[config.mk]
export PLATFORM = sky130hd
export DESIGN_NAME = cpu6502_execute_unit
export DESIGN_NICKNAME = d
export VERILOG_FILES = /design/src/rtl/core/cpu65_pkg.sv /design/src/rtl/core/cpu65_regfile.sv /design/src/rtl/core/cpu65_alu.sv /design/src/rtl/core/cpu6502_execute_unit.sv
export VERILOG_INCLUDE_DIRS = /design/src /design/src/rtl/core
export SDC_FILE = /design/constraint.sdc
export NUM_CORES = 1
export LEC_CHECK = 0
export CORE_MARGIN = 4
export CORE_UTILIZATION = 46
export DETAILED_ROUTE_END_ITERATION = 6
export DONT_BUFFER_PORTS = 1
export PLACE_DENSITY = 0.67
export SLEW_MARGIN = 20
export SYNTH_ARGS = -nofsm -noshare
export SYNTH_HDL_FRONTEND = slang
export SYNTH_SLANG_ARGS = --single-unit
[constraint.sdc]
create_clock -name clk -period 4.8 [get_ports clk]
set_input_delay 0 -clock clk [delete_from_list [all_inputs] [get_ports clk]]
set_output_delay 0 -clock clk [all_outputs]
set_load 0.01 [all_outputs]
[src/rtl/core/assert_macros.svh]
// Assertion macros shared by the execute unit RTL.
// Each macro assumes signals named clk and arst_n in the enclosing module.
`ifndef ASSERT_MACROS_SVH
`define ASSERT_MACROS_SVH
`ifndef NO_ASSERTIONS
`define ASSERT_ALWAYS(label, prop) \
	label: assert property (@(posedge clk) disable iff (!arst_n) (prop)) \
		else $error("cpu65 assertion failed");
`define ASSERT_NEXT(label, pre, post) \
	label: assert property (@(posedge clk) disable iff (!arst_n) (pre) |=> (post)) \
		else $error("cpu65 assertion failed");
`else
`define ASSERT_ALWAYS(label, prop)
`define ASSERT_NEXT(label, pre, post)
`endif
`endif

[src/rtl/core/cpu65_pkg.sv]
// Types, operation codes and reset constants of the 6502 execute unit.
// Used by cpu65_alu, cpu65_regfile and cpu6502_execute_unit; no dependencies.
package cpu65_pkg;

	// Architectural register set
	typedef struct packed {
		logic [7:0] a;
		logic [7:0] x;
		logic [7:0] y;
		logic [7:0] p;
		logic [7:0] s;
	} regs_t;

	// Per-item side results
	typedef struct packed {
		logic [7:0] data;
		logic       write;
		logic [7:0] slot;
		logic       taken;
	} res_t;

	localparam logic [7:0] P_RESET  = 8'h24;
	localparam logic [7:0] SP_RESET = 8'hFD;

	// Status bit positions
	localparam int FLAG_C = 0;
	localparam int FLAG_Z = 1;
	localparam int FLAG_I = 2;
	localparam int FLAG_D = 3;
	localparam int FLAG_B = 4;
	localparam int FLAG_U = 5;
	localparam int FLAG_V = 6;
	localparam int FLAG_N = 7;

	localparam logic [6:0] FN_LDA = 7'd0;
	localparam logic [6:0] FN_LDX = 7'd1;
	localparam logic [6:0] FN_LDY = 7'd2;
	localparam logic [6:0] FN_STA = 7'd3;
	localparam logic [6:0] FN_STX = 7'd4;
	localparam logic [6:0] FN_STY = 7'd5;
	localparam logic [6:0] FN_TAX = 7'd6;
	localparam logic [6:0] FN_TAY = 7'd7;
	localparam logic [6:0] FN_TXA = 7'd8;
	localparam logic [6:0] FN_TYA = 7'd9;
	localparam logic [6:0] FN_TSX = 7'd10;
	localparam logic [6:0] FN_TXS = 7'd11;
	localparam logic [6:0] FN_PHA = 7'd12;
	localparam logic [6:0] FN_PHP = 7'd13;
	localparam logic [6:0] FN_PLA = 7'd14;
	localparam logic [6:0] FN_PLP = 7'd15;
	localparam logic [6:0] FN_AND = 7'd16;
	localparam logic [6:0] FN_ORA = 7'd17;
	localparam logic [6:0] FN_EOR = 7'd18;
	localparam logic [6:0] FN_BIT = 7'd19;
	localparam logic [6:0] FN_ADC = 7'd20;
	localparam logic [6:0] FN_SBC = 7'd21;
	localparam logic [6:0] FN_CMP = 7'd22;
	localparam logic [6:0] FN_CPX = 7'd23;
	localparam logic [6:0] FN_CPY = 7'd24;
	localparam logic [6:0] FN_INC = 7'd25;
	localparam logic [6:0] FN_DEC = 7'd26;
	localparam logic [6:0] FN_INX = 7'd27;
	localparam logic [6:0] FN_INY = 7'd28;
	localparam logic [6:0] FN_DEX = 7'd29;
	localparam logic [6:0] FN_DEY = 7'd30;
	localparam logic [6:0] FN_ASL_A = 7'd31;
	localparam logic [6:0] FN_ASL_M = 7'd32;
	localparam logic [6:0] FN_LSR_A = 7'd33;
	localparam logic [6:0] FN_LSR_M = 7'd34;
	localparam logic [6:0] FN_ROL_A = 7'd35;
	localparam logic [6:0] FN_ROL_M = 7'd36;
	localparam logic [6:0] FN_ROR_A = 7'd37;
	localparam logic [6:0] FN_ROR_M = 7'd38;
	localparam logic [6:0] FN_LAX = 7'd39;
	localparam logic [6:0] FN_SAX = 7'd40;
	localparam logic [6:0] FN_DCP = 7'd41;
	localparam logic [6:0] FN_ISB = 7'd42;
	localparam logic [6:0] FN_SLO = 7'd43;
	localparam logic [6:0] FN_RLA = 7'd44;
	localparam logic [6:0] FN_SRE = 7'd45;
	localparam logic [6:0] FN_RRA = 7'd46;
	localparam logic [6:0] FN_CLC = 7'd47;
	localparam logic [6:0] FN_SEC = 7'd48;
	localparam logic [6:0] FN_CLI = 7'd49;
	localparam logic [6:0] FN_SEI = 7'd50;
	localparam logic [6:0] FN_CLD = 7'd51;
	localparam logic [6:0] FN_SED = 7'd52;
	localparam logic [6:0] FN_CLV = 7'd53;
	localparam logic [6:0] FN_BCC = 7'd54;
	localparam logic [6:0] FN_BCS = 7'd55;
	localparam logic [6:0] FN_BNE = 7'd56;
	localparam logic [6:0] FN_BEQ = 7'd57;
	localparam logic [6:0] FN_BPL = 7'd58;
	localparam logic [6:0] FN_BMI = 7'd59;
	localparam logic [6:0] FN_BVC = 7'd60;
	localparam logic [6:0] FN_BVS = 7'd61;
	localparam logic [6:0] FN_BRK = 7'd62;
	localparam logic [6:0] FN_NMI = 7'd63;
	localparam logic [6:0] FN_IRQ = 7'd64;
	localparam logic [6:0] FN_NOP = 7'd65;
	localparam logic [6:0] FN_PUSH = 7'd66;
	localparam logic [6:0] FN_PULL = 7'd67;

endpackage

[src/rtl/core/cpu65_regfile.sv]
// Architectural registers A, X, Y, P and S of the execute unit.
// Depends on cpu65_pkg for regs_t and reset constants.
module cpu65_regfile (
	input  logic              clk,
	input  logic              arst_n,
	input  logic              we,
	input  cpu65_pkg::regs_t  nxt,
	output cpu65_pkg::regs_t  cur
);

	cpu65_pkg::regs_t regs_q;

	always_ff @(posedge clk or negedge arst_n) begin
		if (!arst_n) begin
			regs_q.a <= 8'h00;
			regs_q.x <= 8'h00;
			regs_q.y <= 8'h00;
			regs_q.p <= cpu65_pkg::P_RESET;
			regs_q.s <= cpu65_pkg::SP_RESET;
		end else if (we) begin
			regs_q <= nxt;
		end
	end

	assign cur = regs_q;

endmodule

[src/rtl/core/cpu65_alu.sv]
// Combinational ALU and flag logic: next register set and side results of one item.
// Depends on cpu65_pkg for types, operation codes and flag positions.
module cpu65_alu (
	input  cpu65_pkg::regs_t  cur,
	input  logic [6:0]        func,
	input  logic [7:0]        operand,
	output cpu65_pkg::regs_t  nxt,
	output cpu65_pkg::res_t   res
);

	// Update N and Z from a result byte
	function automatic logic [7:0] with_nz(input logic [7:0] p, input logic [7:0] v);
		logic [7:0] r;
		r = p;
		r[cpu65_pkg::FLAG_Z] = (v == 8'h00);
		r[cpu65_pkg::FLAG_N] = v[7];
		return r;
	endfunction

	// Add with carry: returns {new status, sum}
	function automatic logic [15:0] add_c(input logic [7:0] a, input logic [7:0] b,
			input logic [7:0] p);
		logic [8:0] sum;
		logic [7:0] r;
		logic [7:0] np;
		sum = {1'b0, a} + {1'b0, b} + {8'h00, p[cpu65_pkg::FLAG_C]};
		r = sum[7:0];
		np = p;
		np[cpu65_pkg::FLAG_C] = sum[8];
		np[cpu65_pkg::FLAG_V] = ~(a[7] ^ b[7]) & (a[7] ^ r[7]);
		np = with_nz(np, r);
		return {np, r};
	endfunction

	// Compare r against v
	function automatic logic [7:0] cmp_p(input logic [7:0] r, input logic [7:0] v,
			input logic [7:0] p);
		logic [8:0] diff;
		logic [7:0] np;
		diff = {1'b0, r} + {1'b0, ~v} + 9'd1;
		np = p;
		np[cpu65_pkg::FLAG_C] = diff[8];
		return with_nz(np, diff[7:0]);
	endfunction

	// Shift or rotate: sel 0 ASL, 1 LSR, 2 ROL, 3 ROR; returns {new status, byte}
	function automatic logic [15:0] shift(input logic [1:0] sel, input logic [7:0] v,
			input logic [7:0] p);
		logic [7:0] r;
		logic       c;
		logic [7:0] np;
		case (sel)
			2'd0: begin r = {v[6:0], 1'b0}; c = v[7]; end
			2'd1: begin r = {1'b0, v[7:1]}; c = v[0]; end
			2'd2: begin r = {v[6:0], p[cpu65_pkg::FLAG_C]}; c = v[7]; end
			default: begin r = {p[cpu65_pkg::FLAG_C], v[7:1]}; c = v[0]; end
		endcase
		np = p;
		np[cpu65_pkg::FLAG_C] = c;
		np = with_nz(np, r);
		return {np, r};
	endfunction

	logic [15:0] t;
	logic [15:0] u;
	logic [7:0]  m;

	always_comb begin
		nxt = cur;
		res = '0;
		t = 16'h0000;
		u = 16'h0000;
		m = 8'h00;
		case (func)
			cpu65_pkg::FN_LDA: begin nxt.a = operand; nxt.p = with_nz(cur.p, operand); end
			cpu65_pkg::FN_LDX: begin nxt.x = operand; nxt.p = with_nz(cur.p, operand); end
			cpu65_pkg::FN_LDY: begin nxt.y = operand; nxt.p = with_nz(cur.p, operand); end
			cpu65_pkg::FN_STA: begin res.data = cur.a; res.write = 1'b1; end
			cpu65_pkg::FN_STX: begin res.data = cur.x; res.write = 1'b1; end
			cpu65_pkg::FN_STY: begin res.data = cur.y; res.write = 1'b1; end
			cpu65_pkg::FN_TAX: begin nxt.x = cur.a; nxt.p = with_nz(cur.p, cur.a); end
			cpu65_pkg::FN_TAY: begin nxt.y = cur.a; nxt.p = with_nz(cur.p, cur.a); end
			cpu65_pkg::FN_TXA: begin nxt.a = cur.x; nxt.p = with_nz(cur.p, cur.x); end
			cpu65_pkg::FN_TYA: begin nxt.a = cur.y; nxt.p = with_nz(cur.p, cur.y); end
			cpu65_pkg::FN_TSX: begin nxt.x = cur.s; nxt.p = with_nz(cur.p, cur.s); end
			cpu65_pkg::FN_TXS: nxt.s = cur.x;
			cpu65_pkg::FN_PHA: begin
				res.data = cur.a; res.write = 1'b1; res.slot = cur.s;
				nxt.s = cur.s - 8'd1;
			end
			cpu65_pkg::FN_PHP: begin
				res.data = cur.p | 8'h30; res.write = 1'b1; res.slot = cur.s;
				nxt.s = cur.s - 8'd1;
			end
			cpu65_pkg::FN_PLA: begin
				nxt.s = cur.s + 8'd1; res.slot = cur.s + 8'd1;
				nxt.a = operand; nxt.p = with_nz(cur.p, operand);
			end
			cpu65_pkg::FN_PLP: begin
				nxt.s = cur.s + 8'd1; res.slot = cur.s + 8'd1;
				// drop B, force U
				nxt.p = (operand & 8'hEF) | 8'h20;
			end
			cpu65_pkg::FN_AND: begin
				nxt.a = cur.a & operand; nxt.p = with_nz(cur.p, cur.a & operand);
			end
			cpu65_pkg::FN_ORA: begin
				nxt.a = cur.a | operand; nxt.p = with_nz(cur.p, cur.a | operand);
			end
			cpu65_pkg::FN_EOR: begin
				nxt.a = cur.a ^ operand; nxt.p = with_nz(cur.p, cur.a ^ operand);
			end
			cpu65_pkg::FN_BIT: begin
				nxt.p[cpu65_pkg::FLAG_Z] = ((cur.a & operand) == 8'h00);
				nxt.p[cpu65_pkg::FLAG_V] = operand[6];
				nxt.p[cpu65_pkg::FLAG_N] = operand[7];
			end
			cpu65_pkg::FN_ADC: begin
				t = add_c(cur.a, operand, cur.p); nxt.a = t[7:0]; nxt.p = t[15:8];
			end
			cpu65_pkg::FN_SBC: begin
				t = add_c(cur.a, ~operand, cur.p); nxt.a = t[7:0]; nxt.p = t[15:8];
			end
			cpu65_pkg::FN_CMP: nxt.p = cmp_p(cur.a, operand, cur.p);
			cpu65_pkg::FN_CPX: nxt.p = cmp_p(cur.x, operand, cur.p);
			cpu65_pkg::FN_CPY: nxt.p = cmp_p(cur.y, operand, cur.p);
			cpu65_pkg::FN_INC: begin
				m = operand + 8'd1; res.data = m; res.write = 1'b1;
				nxt.p = with_nz(cur.p, m);
			end
			cpu65_pkg::FN_DEC: begin
				m = operand - 8'd1; res.data = m; res.write = 1'b1;
				nxt.p = with_nz(cur.p, m);
			end
			cpu65_pkg::FN_INX: begin
				nxt.x = cur.x + 8'd1; nxt.p = with_nz(cur.p, cur.x + 8'd1);
			end
			cpu65_pkg::FN_INY: begin
				nxt.y = cur.y + 8'd1; nxt.p = with_nz(cur.p, cur.y + 8'd1);
			end
			cpu65_pkg::FN_DEX: begin
				nxt.x = cur.x - 8'd1; nxt.p = with_nz(cur.p, cur.x - 8'd1);
			end
			cpu65_pkg::FN_DEY: begin
				nxt.y = cur.y - 8'd1; nxt.p = with_nz(cur.p, cur.y - 8'd1);
			end
			cpu65_pkg::FN_ASL_A: begin
				t = shift(2'd0, cur.a, cur.p); nxt.a = t[7:0]; nxt.p = t[15:8];
			end
			cpu65_pkg::FN_ASL_M: begin
				t = shift(2'd0, operand, cur.p); res.data = t[7:0]; res.write = 1'b1;
				nxt.p = t[15:8];
			end
			cpu65_pkg::FN_LSR_A: begin
				t = shift(2'd1, cur.a, cur.p); nxt.a = t[7:0]; nxt.p = t[15:8];
			end
			cpu65_pkg::FN_LSR_M: begin
				t = shift(2'd1, operand, cur.p); res.data = t[7:0]; res.write = 1'b1;
				nxt.p = t[15:8];
			end
			cpu65_pkg::FN_ROL_A: begin
				t = shift(2'd2, cur.a, cur.p); nxt.a = t[7:0]; nxt.p = t[15:8];
			end
			cpu65_pkg::FN_ROL_M: begin
				t = shift(2'd2, operand, cur.p); res.data = t[7:0]; res.write = 1'b1;
				nxt.p = t[15:8];
			end
			cpu65_pkg::FN_ROR_A: begin
				t = shift(2'd3, cur.a, cur.p); nxt.a = t[7:0]; nxt.p = t[15:8];
			end
			cpu65_pkg::FN_ROR_M: begin
				t = shift(2'd3, operand, cur.p); res.data = t[7:0]; res.write = 1'b1;
				nxt.p = t[15:8];
			end
			cpu65_pkg::FN_LAX: begin
				nxt.a = operand; nxt.x = operand; nxt.p = with_nz(cur.p, operand);
			end
			cpu65_pkg::FN_SAX: begin res.data = cur.a & cur.x; res.write = 1'b1; end
			cpu65_pkg::FN_DCP: begin
				m = operand - 8'd1; res.data = m; res.write = 1'b1;
				nxt.p = cmp_p(cur.a, m, cur.p);
			end
			cpu65_pkg::FN_ISB: begin
				m = operand + 8'd1; res.data = m; res.write = 1'b1;
				t = add_c(cur.a, ~m, cur.p); nxt.a = t[7:0]; nxt.p = t[15:8];
			end
			cpu65_pkg::FN_SLO: begin
				t = shift(2'd0, operand, cur.p); res.data = t[7:0]; res.write = 1'b1;
				nxt.a = cur.a | t[7:0]; nxt.p = with_nz(t[15:8], cur.a | t[7:0]);
			end
			cpu65_pkg::FN_RLA: begin
				t = shift(2'd2, operand, cur.p); res.data = t[7:0]; res.write = 1'b1;
				nxt.a = cur.a & t[7:0]; nxt.p = with_nz(t[15:8], cur.a & t[7:0]);
			end
			cpu65_pkg::FN_SRE: begin
				t = shift(2'd1, operand, cur.p); res.data = t[7:0]; res.write = 1'b1;
				nxt.a = cur.a ^ t[7:0]; nxt.p = with_nz(t[15:8], cur.a ^ t[7:0]);
			end
			cpu65_pkg::FN_RRA: begin
				// add uses the carry left by the rotate
				t = shift(2'd3, operand, cur.p); res.data = t[7:0]; res.write = 1'b1;
				u = add_c(cur.a, t[7:0], t[15:8]); nxt.a = u[7:0]; nxt.p = u[15:8];
			end
			cpu65_pkg::FN_CLC: nxt.p[cpu65_pkg::FLAG_C] = 1'b0;
			cpu65_pkg::FN_SEC: nxt.p[cpu65_pkg::FLAG_C] = 1'b1;
			cpu65_pkg::FN_CLI: nxt.p[cpu65_pkg::FLAG_I] = 1'b0;
			cpu65_pkg::FN_SEI: nxt.p[cpu65_pkg::FLAG_I] = 1'b1;
			cpu65_pkg::FN_CLD: nxt.p[cpu65_pkg::FLAG_D] = 1'b0;
			cpu65_pkg::FN_SED: nxt.p[cpu65_pkg::FLAG_D] = 1'b1;
			cpu65_pkg::FN_CLV: nxt.p[cpu65_pkg::FLAG_V] = 1'b0;
			cpu65_pkg::FN_BCC: res.taken = ~cur.p[cpu65_pkg::FLAG_C];
			cpu65_pkg::FN_BCS: res.taken = cur.p[cpu65_pkg::FLAG_C];
			cpu65_pkg::FN_BNE: res.taken = ~cur.p[cpu65_pkg::FLAG_Z];
			cpu65_pkg::FN_BEQ: res.taken = cur.p[cpu65_pkg::FLAG_Z];
			cpu65_pkg::FN_BPL: res.taken = ~cur.p[cpu65_pkg::FLAG_N];
			cpu65_pkg::FN_BMI: res.taken = cur.p[cpu65_pkg::FLAG_N];
			cpu65_pkg::FN_BVC: res.taken = ~cur.p[cpu65_pkg::FLAG_V];
			cpu65_pkg::FN_BVS: res.taken = cur.p[cpu65_pkg::FLAG_V];
			cpu65_pkg::FN_BRK: begin
				res.data = cur.p | 8'h30; res.write = 1'b1; res.slot = cur.s;
				res.taken = 1'b1;
				nxt.s = cur.s - 8'd1; nxt.p[cpu65_pkg::FLAG_I] = 1'b1;
			end
			cpu65_pkg::FN_NMI: begin
				res.data = (cur.p & 8'hEF) | 8'h20; res.write = 1'b1; res.slot = cur.s;
				res.taken = 1'b1;
				nxt.s = cur.s - 8'd1; nxt.p[cpu65_pkg::FLAG_I] = 1'b1;
			end
			cpu65_pkg::FN_IRQ: begin
				// masked request leaves everything untouched
				if (!cur.p[cpu65_pkg::FLAG_I]) begin
					res.data = (cur.p & 8'hEF) | 8'h20; res.write = 1'b1;
					res.slot = cur.s; res.taken = 1'b1;
					nxt.s = cur.s - 8'd1; nxt.p[cpu65_pkg::FLAG_I] = 1'b1;
				end
			end
			cpu65_pkg::FN_PUSH: begin
				res.data = operand; res.write = 1'b1; res.slot = cur.s;
				nxt.s = cur.s - 8'd1;
			end
			cpu65_pkg::FN_PULL: begin
				nxt.s = cur.s + 8'd1; res.slot = cur.s + 8'd1;
			end
			default: ;
		endcase
	end

endmodule

[src/rtl/core/cpu6502_execute_unit.sv]
// Execute unit of a 6502 without decimal mode: input stage, ALU, register file, result stage.
// Depends on cpu65_pkg, cpu65_alu, cpu65_regfile and assert_macros.svh.
//
// Usage:
//   Input channel (in_valid/in_ready) carries one decoded operation (func) and the
//   byte already fetched for it (operand). Output channel (out_valid/out_ready)
//   returns exactly one result item per input item, in order: the byte to write or
//   push, its write strobe, the stack slot used, the branch/interrupt taken flag and
//   the full register set A, X, Y, P, S after the operation.
//   An accepted item is held in the input register, then goes through the ALU into the
//   result register, which raises out_valid; while the result register stalls, the item
//   waits in the input register. Throughput is one item per cycle while out_ready stays
//   high; the register file updates at the edge where an item moves from the input
//   register into the result register, so each item sees all earlier ones.
//   When the receiver stalls, the result register holds; the input register still
//   takes one more item, then in_ready drops until the result is taken.
//   Reset (arst_n low) empties both stages and sets A=X=Y=0, P=0x24, S=0xFD.
`include "assert_macros.svh"

module cpu6502_execute_unit (
	input  logic       clk,
	input  logic       arst_n,
	input  logic       in_valid,
	output logic       in_ready,
	input  logic [6:0] func,
	input  logic [7:0] operand,
	output logic       out_valid,
	input  logic       out_ready,
	output logic [7:0] data_out,
	output logic       write_out,
	output logic [7:0] stack_slot,
	output logic       taken,
	output logic [7:0] acc_out,
	output logic [7:0] xreg_out,
	output logic [7:0] yreg_out,
	output logic [7:0] status_out,
	output logic [7:0] sp_out
);

	logic             valid_s1;
	logic [6:0]       func_s1;
	logic [7:0]       operand_s1;
	logic             out_valid_q;
	cpu65_pkg::regs_t regs_q;
	cpu65_pkg::res_t  res_q;
	cpu65_pkg::regs_t cur;
	cpu65_pkg::regs_t nxt;
	cpu65_pkg::res_t  res;
	logic             advance;

	// Move an item into the result register when that register is free or draining
	assign advance  = valid_s1 && (!out_valid_q || out_ready);
	assign in_ready = !valid_s1 || advance;

	always_ff @(posedge clk or negedge arst_n) begin
		if (!arst_n) begin
			valid_s1 <= 1'b0;
		end else if (in_ready) begin
			valid_s1 <= in_valid;
		end
	end

	always_ff @(posedge clk) begin
		if (in_ready && in_valid) begin
			func_s1    <= func;
			operand_s1 <= operand;
		end
	end

	cpu65_alu u_alu (
		.cur     (cur),
		.func    (func_s1),
		.operand (operand_s1),
		.nxt     (nxt),
		.res     (res)
	);

	cpu65_regfile u_regfile (
		.clk    (clk),
		.arst_n (arst_n),
		.we     (advance),
		.nxt    (nxt),
		.cur    (cur)
	);

	always_ff @(posedge clk or negedge arst_n) begin
		if (!arst_n) begin
			out_valid_q <= 1'b0;
		end else if (advance) begin
			out_valid_q <= 1'b1;
		end else if (out_ready) begin
			out_valid_q <= 1'b0;
		end
	end

	always_ff @(posedge clk) begin
		if (advance) begin
			res_q  <= res;
			regs_q <= nxt;
		end
	end

	assign out_valid  = out_valid_q;
	assign data_out   = res_q.data;
	assign write_out  = res_q.write;
	assign stack_slot = res_q.slot;
	assign taken      = res_q.taken;
	assign acc_out    = regs_q.a;
	assign xreg_out   = regs_q.x;
	assign yreg_out   = regs_q.y;
	assign status_out = regs_q.p;
	assign sp_out     = regs_q.s;

	`ASSERT_ALWAYS(a_u_flag_set, out_valid_q |-> status_out[cpu65_pkg::FLAG_U])
	`ASSERT_ALWAYS(a_no_write_zero, (out_valid_q && !write_out) |-> (data_out == 8'h00))
	`ASSERT_ALWAYS(a_entry_push, (out_valid_q && taken && write_out) |-> (sp_out == stack_slot - 8'd1))
	`ASSERT_NEXT(a_s1_hold, (valid_s1 && !advance), valid_s1)

endmodule

==> results of run 1 <==
cells by family after synthesis:
kind of cell / after synthesis / share of synthesized area [%]
DFF: 115 / 27.3
and+or+nand+nor: 555 / 24.1
muxes: 27 / 2.50
xor gates and xnor gates: 82 / 6.09
AOI/OAI and AO/OA: 420 / 24.9
adders and majority gates: 89 / 9.68
buffers and inverters: 161 / 5.42
worst max-delay path: stages, from the launching register on:
cell	delay (ns)
sky130_fd_sc_hd__edfxtp_1	0.38
sky130_fd_sc_hd__or4_1	0.61
sky130_fd_sc_hd__nor4_1	0.60
sky130_fd_sc_hd__xnor2_1	0.30
sky130_fd_sc_hd__ha_1	0.41
sky130_fd_sc_hd__nand3_1	0.15
sky130_fd_sc_hd__a211oi_1	0.08
sky130_fd_sc_hd__a2111oi_2	0.23
sky130_fd_sc_hd__o211ai_1	0.16
sky130_fd_sc_hd__or4_1	0.52
sky130_fd_sc_hd__a211oi_2	0.21
sky130_fd_sc_hd__nand2_1	0.10
sky130_fd_sc_hd__o32a_1	0.29
registers in the layout, summed over array words and instances, names as in the netlist:
name / flops
out_valid: 1
write_out: 1
operand_s1: 8
data_out: 8
xreg_out: 8
valid_s1: 1
func_s1: 7
stack_slot: 8
status_out: 8
acc_out: 8
u_regfile.cur: 40
taken: 1
sp_out: 8
yreg_out: 8
stage by stage:
| step | setup WS (ns) | instances | power [mW] | utilization, % |
|---|---|---|---|---|
| after detailed placement | 0.608 | 1748 | 5.00 | 49.3 |
| after global placement | 0.635 | 1748 | 4.97 | 49.3 |
| after floorplan | 0.999 | 1449 | 3.87 | - |
| after CTS | 0.602 | 1800 | 6.36 | 52.5 |
| after global routing | 0.356 | 1800 | 6.79 | 52.5 |
| final | 0.522 | 1801 | 6.48 | 52.6 |
routing by layer:
layer | GRT usage [%] | up-vias
met3 | 8.52 | 173
met4 | 13.0 | 0
li1 | - | 5541
met5 | 0 | -
met2 | 53.8 | 891
met1 | 52.2 | 6156
cell type report:
cell class,instances,share of cell area [%]
Antenna cell,1,0.0188
Clock buffer,17,3.20
Clock inverter,15,1.26
Inverter,53,1.51
Multi-Input combinational cell,1173,60.4
Sequential cell,115,24.5
Tap cell,330,3.10
Timing Repair Buffer,97,6.07
how the worst min path moves through the flow:
stage | startpoint | endpoint
CTS | arst_n | u_regfile.cur[39]
detailed placement | arst_n | u_regfile.cur[37]
finish | arst_n | u_regfile.cur[36]
floorplan | arst_n | out_valid
global placement | arst_n | u_regfile.cur[35]
global route | arst_n | u_regfile.cur[36]
repair_timing:
| item | CTS | global route |
|---|---|---|
| endpoints found under the hold margin | 59 | 0 |
| gates resized for setup | 0 | 0 |
| hold buffers | 20 | 0 |
where the power goes:
| group | internal [mW] | switching, mW | total [mW] |
|---|---|---|---|
| sequential | 1.34 | 0.422 | 1.76 |
| clock | 0.779 | 0.552 | 1.33 |
| combinational | 1.22 | 2.17 | 3.39 |
| total | 3.34 | 3.15 | 6.48 |
cells in the mapped netlist (18+ instances only):
master                       n
sky130_fd_sc_hd__a21oi_1    77
sky130_fd_sc_hd__a221oi_1   20
sky130_fd_sc_hd__a22oi_1    28
sky130_fd_sc_hd__a31oi_1    18
sky130_fd_sc_hd__buf_2      27
sky130_fd_sc_hd__clkbuf_1   73
sky130_fd_sc_hd__dfrtp_1    33
sky130_fd_sc_hd__edfxtp_1   73
sky130_fd_sc_hd__ha_1       77
sky130_fd_sc_hd__inv_1      51
sky130_fd_sc_hd__mux2_2     22
sky130_fd_sc_hd__nand2_1   142
sky130_fd_sc_hd__nand2b_1   20
sky130_fd_sc_hd__nand3_1    47
sky130_fd_sc_hd__nand4_1    25
sky130_fd_sc_hd__nor2_1    120
sky130_fd_sc_hd__nor3_1     48
sky130_fd_sc_hd__nor4_1     23
sky130_fd_sc_hd__o211ai_1   22
sky130_fd_sc_hd__o21ai_0    72
sky130_fd_sc_hd__xnor2_1    55
sky130_fd_sc_hd__xor2_1     26
placed cells by master (no fill, tap or decap), types with 20 or more instances in the layout:
master,instances
sky130_fd_sc_hd__a21oi_1,77
sky130_fd_sc_hd__a221oi_1,20
sky130_fd_sc_hd__a22oi_1,28
sky130_fd_sc_hd__buf_4,76
sky130_fd_sc_hd__dfrtp_1,33
sky130_fd_sc_hd__edfxtp_1,73
sky130_fd_sc_hd__ha_1,77
sky130_fd_sc_hd__inv_1,50
sky130_fd_sc_hd__mux2_2,22
sky130_fd_sc_hd__nand2_1,142
sky130_fd_sc_hd__nand2b_1,20
sky130_fd_sc_hd__nand3_1,47
sky130_fd_sc_hd__nand4_1,25
sky130_fd_sc_hd__nor2_1,120
sky130_fd_sc_hd__nor3_1,48
sky130_fd_sc_hd__nor4_1,22
sky130_fd_sc_hd__o211ai_1,22
sky130_fd_sc_hd__o21ai_0,72
sky130_fd_sc_hd__xnor2_1,55
sky130_fd_sc_hd__xor2_1,26
==> results.md, run 1 <==
- Crit share post-route: 89.1%
- Port Buffer Count: 0
- Aggregate negative setup slack: 0 ns
- Starting density of the core: 47.1%
- Number of iterations in the first detailed-routing pass: 6
- Unique cell type count in the Yosys netlist: 85
- Routed length on met1: 21900 um
- Sequential element share of the synthesized area: 27.3%
- Final setup violation count: 0
- Number of vias in the routed layout: 12800
- Yosys warns: 0
- Synthesized area: 0.0119 mm^2
- Post-place instance area: 0.0125 mm^2
- Final Skew: 0.0149 ns
- Ports: 79
- Reg2Reg Depth: 12
- Register-to-register setup slack: 0.52 ns
- RSZ-0062 raised after global routing: no
- Critical path class: flip-flop to flip-flop
- Max H-tree Level: 4
- CP Data Required Time: 4.98 ns
- TritonCTS buffer count: 17
- Via count of the first global-routing pass: 12000
- Antenna violations before repair: 1
- Post-synthesis cell count: 1449
- Area of the die: 0.0286 mm^2
- FF-to-FF End: status_out[7]
- Postcts setup bufs: 0
- Gr usage total: 36.4%
- Final layout net count: 1560
- Uppermost signal routing layer after detailed routing: met4
- Worst setup path startpoint: operand_s1[5]
- Commonest register cell after synthesis: sky130_fd_sc_hd__edfxtp_1
- Class of the most critical hold timing path: input pin to asynchronous set/reset pin
- Total DRC errors in the routed layout: 0
- Synthesized Nets: 1552
- Global-route wire length before repair: 79000 um
- Worst-path maximum fanout: 5
- Outcome: completed
- Maximum count of clock buffers along a single path: 2
- Number of standard-cell rows in the floorplan: 58
- Category of the worst setup path capture point: flip-flop
- Synthesis-to-finish area growth: 11.7%
- Clk root buf: sky130_fd_sc_hd__clkbuf_16
- Cell type with the highest aggregate area in the netlist: sky130_fd_sc_hd__edfxtp_1
- Worst reg2reg path startpoint: operand_s1[5]
- Final instance area: 0.0133 mm^2
- Number of synthesized flops with an enable pin: 73
- Share of Yosys cell area claimed by the top area cell type: 18.4%
- Minimum clock period after layout: 4.28 ns
- Number of filler instances in the final layout: 2460
- Arrival time of the worst setup path: 4.46 ns
- Average cell area after synthesis: 8.23 um^2
- Initial DRC Count: 1913
- Worst Max-Slew Pin Slew: 1.14 ns
- Cell types occupying the most area after synthesis: sky130_fd_sc_hd__edfxtp_1, sky130_fd_sc_hd__ha_1, sky130_fd_sc_hd__dfrtp_1, sky130_fd_sc_hd__nand2_1, sky130_fd_sc_hd__xnor2_1
- Post-DR vias/cell: 7.09
- Pin count of the biggest net entering global routing: 86
- Pwr/cell area: 487 mW/mm^2
- Standard cell core area: 0.0253 mm^2
- Area of combinational cells with multiple inputs: 0.00804 mm^2
- Hold WS: 0.0728 ns
- Detail Placement HPWL: 38900 um
- Clock latency on the worst-skew pair: 0.44 ns
- GRT overflow: 0
- Normalized max-slew margin: 23.3%
- Startpoint types: flip-flop
- Clock tree sinks: 115
- Clock tree from TritonCTS: built
- Worst IR Drop VDD: 0.000274 V
- Number of nets still failing antenna checks after routing: 0
- Fraction of final layout cells sized beyond drive strength 1: 11.7%
- Die height: 169 um
- Total count of max-transition violations in the final report: 0
- Flip-flop and latch count after synthesis: 115
- Async S/R FF share, synth: 36.5%
- Sequential cell area: 0.00325 mm^2
- Met2 wire length: 22500 um
- Critical path endpoint: status_out[7]
- Max cap viols: 0
- Post-detailed-route wirelength per cell: 29.4 um
- Clock-pin slew reported for the worst setup and hold paths after clock tree synthesis: 0.07 ns
- Leakage power: 5.02 nW
- RePlAce Congestion: 1.07
- Wire length reported by the detailed router: 53000 um
- Fmax: 234 MHz
- Hold violation count in the final report: 0
- Die width: 169 um
- Met3 layer wire length in the routed design: 6330 um
(Power assumes the default switching activity.)
==> run 2, diff against run 1 <==
--- a/config.mk
+++ b/config.mk
@@ -6,6 +6,7 @@
 export SDC_FILE = /design/constraint.sdc
 export NUM_CORES = 1
 export LEC_CHECK = 0
+export ABC_AREA = 1
 export CORE_MARGIN = 4
 export CORE_UTILIZATION = 46
 export DETAILED_ROUTE_END_ITERATION = 6
==> run 2 against run 1 <==
Net effect:
- clock skew is 0.0084 ns higher
- fmax up 14%
- worst setup slack improved by 0.53 ns
- routed wire length up 5.9%
- combinational power is 11% higher
- critical path depth is 4 higher
- final cell count is 19% higher
- clock-buffer cell count stayed put
- die area is 2.5% lower
- highest routed layer is now met5
- the flow now finishes with violations (DRC)
- power up 5.9%
- register-to-register slack better by 0.53 ns
- non-clock buffer count decreased by 27
==> results.md, run 2 <==
- Outcome: finished with violations
- Failing checks: DRC
- Share of total power in combinational logic: 54.9%
- Pin count of the biggest net entering global routing: 76
- Most Frequent Cell on Critical Path: sky130_fd_sc_hd__nand2_1
- Aggregate negative setup slack: 0 ns
- RePlAce Congestion: 1.09
- Global-route wire length before repair: 82000 um
- Synthesized Nets: 1860
- GRT overflow: 0
- Die height: 167 um
- Most frequent cells in the layout: sky130_fd_sc_hd__nand2_1, sky130_fd_sc_hd__nor2_1, sky130_fd_sc_hd__inv_1
- Worst-path maximum fanout: 10
- Max cap viols: 0
- Number of synthesized flops with an enable pin: 73
- Normalized max-slew margin: 36.0%
- Wire length reported by the detailed router: 56200 um
- Delay of the slowest critical-path stage: 0.60 ns
- Fraction of power spent switching nets: 53.2%
- Total count of max-transition violations in the final report: 0
- Unique cell type count in the Yosys netlist: 49
- Total of cells resized after clock tree synthesis: 0
- Detail Placement HPWL: 43500 um
- Async S/R FF share, synth: 36.5%
- Share of Yosys cell area claimed by the top area cell type: 18.9%
- Worst Max-Slew Pin Slew: 0.958 ns
- Via count of the first global-routing pass: 12600
- Yosys warns: 0
- Most common library cell in the layout ignoring fill and taps: sky130_fd_sc_hd__nand2_1
- Cells along the critical path: clkinv_1 -> buf_4 -> ha_1 -> nor2_1 -> nand2_1 -> nand2_1 -> nand2_1 -> nand2_1 -> nand2_1 -> o21ai_0 -> nand2_1 -> o21ai_0 -> nor2_1 -> a22oi_1 -> nand2_1 -> nand2_1
- Final layout net count: 1910
- TritonCTS buffer count: 17
- Clock-pin slew reported for the worst setup and hold paths after clock tree synthesis: 0.08 ns
- Flip-flop and latch count after synthesis: 115
- Synthesized area: 0.0116 mm^2
- Sequential share of power: 25.4%
- Number of nets still failing antenna checks after routing: 0
- Synthesis-to-finish area growth: 12.4%
- Leakage power: 6.10 nW
- Initial DRC Count: 2317
- Post-detailed-route wirelength per cell: 26.2 um
- Max H-tree Level: 4
- Critical path class: flip-flop to flip-flop
- Fraction of final layout cells sized beyond drive strength 1: 7.75%
- Crit share post-route: 78.0%
- Hold violation count in the final report: 0
- Number of standard-cell rows in the floorplan: 57
- Startpoint types: flip-flop
- Ports: 79
- Maximum count of clock buffers along a single path: 2
- Cell type group with the largest total delay on the critical path: simple AND/OR/NAND/NOR gates
- Commonest register cell after synthesis: sky130_fd_sc_hd__edfxtp_1
- Total DRC errors in the routed layout: 3
- Standard cell core area: 0.0246 mm^2
- Cell type with the highest aggregate area in the netlist: sky130_fd_sc_hd__edfxtp_1
- Number of vias in the routed layout: 13800
- Flip-flop count of the largest register after layout: 40
- Category of the worst setup path capture point: flip-flop
- Clock latency on the worst-skew pair: 0.44 ns
- Post-DR vias/cell: 6.46
- Worst IR Drop VDD: 0.000308 V
- Cell types occupying the most area after synthesis: sky130_fd_sc_hd__edfxtp_1, sky130_fd_sc_hd__nand2_1, sky130_fd_sc_hd__ha_1, sky130_fd_sc_hd__dfrtp_1, sky130_fd_sc_hd__nand3_1
- Hold WS: 0.101 ns
- Area of the die: 0.0278 mm^2
- Gr usage total: 39.0%
- Die width: 167 um
- Number of iterations in the first detailed-routing pass: 7
- Fmax: 267 MHz
- CP Data Required Time: 5.18 ns
- Clk root buf: sky130_fd_sc_hd__clkbuf_16
- Most frequent cells after synthesis: sky130_fd_sc_hd__nand2_1, sky130_fd_sc_hd__nor2_1, sky130_fd_sc_hd__inv_1
- Final setup violation count: 0
- Clock tree sinks: 115
- Cell with the biggest individual delay on the critical path: sky130_fd_sc_hd__dfrtp_1
- Minimum clock period after layout: 3.75 ns
- Switch Pwr: 3.66 mW
- RSZ-0062 raised after global routing: no
- Arrival time of the worst setup path: 4.12 ns
- Average cell area after synthesis: 6.61 um^2
- Class of the most critical hold timing path: input pin to asynchronous set/reset pin
- Final Skew: 0.0232 ns
- Clock tree from TritonCTS: built
- Internal Pwr Total: 3.21 mW
- Most repeated cell in the gate-level netlist after synthesis: sky130_fd_sc_hd__nand2_1
- Ant diodes: 0
- Antenna violations before repair: 1
- Buffering stage count on the worst path with inverters included: 2
- Clock power share: 19.7%
- Sequential element share of the synthesized area: 28.0%
- Starting density of the core: 47.2%
- Post-synthesis cell count: 1757
- Port Buffer Count: 0
- Pwr/cell area: 526 mW/mm^2
## run 2: cell count changes after synthesis, moves of 22 or more
cell and change:
sky130_fd_sc_hd__mux2_2 -22, sky130_fd_sc_hd__nor3_1 -23, sky130_fd_sc_hd__o21ai_0 +26, sky130_fd_sc_hd__xnor2_1 -46, sky130_fd_sc_hd__nand2_1 +356, sky130_fd_sc_hd__inv_1 +119
sky130_fd_sc_hd__nand4_1 +28, sky130_fd_sc_hd__nand3_1 +115, sky130_fd_sc_hd__nor2_1 +82, sky130_fd_sc_hd__o22ai_1 +34, sky130_fd_sc_hd__inv_2 +24, sky130_fd_sc_hd__clkbuf_1 -50
## run 2: worst paths after layout
check                                  start                end  slack [ns]  depth (start not counted)
hold / removal                        arst_n   u_regfile.cur[8]        0.10                          2
setup / recovery           u_regfile.cur[33]  u_regfile.cur[37]        1.05                         16
min in group clk                  operand[4]      operand_s1[4]        0.18                          1
max in group asynchronous             arst_n  u_regfile.cur[10]        4.40                          2
hold reg to reg            u_regfile.cur[12]  u_regfile.cur[12]        0.51                          2
setup reg to reg           u_regfile.cur[33]  u_regfile.cur[37]        1.05                         16
## run 2: repair_timing
action	4_1_cts	5_1_grt
hold endpoints to repair	59	0
setup buffers	0	0
hold buffers	21	0
## run 2: cell families (layout without fill, tap and decap cells)
| kind of cell | count (synthesis) | count (layout) | synth area share, % |
|---|---|---|---|
| AND/OR/NAND/NOR | 981 | 981 | 36.1 |
| AO/OA/AOI/OAI | 301 | 301 | 15.9 |
| buffers and inverters | 244 | 307 | 8.04 |
| flip-flops | 115 | 115 | 28.0 |
| adder cells (fa/ha/maj) | 84 | 84 | 9.51 |
| XOR/XNOR | 32 | 32 | 2.41 |
## run 2: power by group through the flow
stage | Combinational [mW] | Clock (mW) | Sequential (mW)
floorplan | 2.39 | 0 | 1.62
global placement | 3.50 | 0 | 1.74
detailed placement | 3.53 | 0 | 1.74
CTS | 3.58 | 1.35 | 1.72
global route | 4.05 | 1.40 | 1.76
finish | 3.77 | 1.35 | 1.74
## run 2: cell type report
type / instances / area, um^2
clock inverters: 15 / 164
multi-input cells: 1398 / 7420
repair buffers: 70 / 608
clock buffers: 17 / 425
fillers: 2478 / 11600
inverters: 205 / 772
well taps: 324 / 405
flip-flops and latches: 115 / 3250
## run 2: layer usage
layer  vias to the layer above  GRT usage (%)  part of all wire, %
met5                         -              0                0.027
met4                         2           16.0                  5.5
met3                       226           11.1                   15
met2                      1158           53.6                   39
met1                      6342           57.0                   40
li1                       6117              -                    -
## run 2: through the flow
stage                     std cells  cell area [um^2]  utilization (%)  worst slack [ns]  power, mW
after floorplan                1757             11600                -              1.75       4.01
after global placement         2091             12200             49.7              1.24       5.24
after detailed placement       2091             12200             49.7              1.20       5.27
after CTS                      2144             13000             53.0              1.17       6.65
after global routing           2144             13000             53.0             0.710       7.21
final                          2144             13000             53.0              1.05       6.87
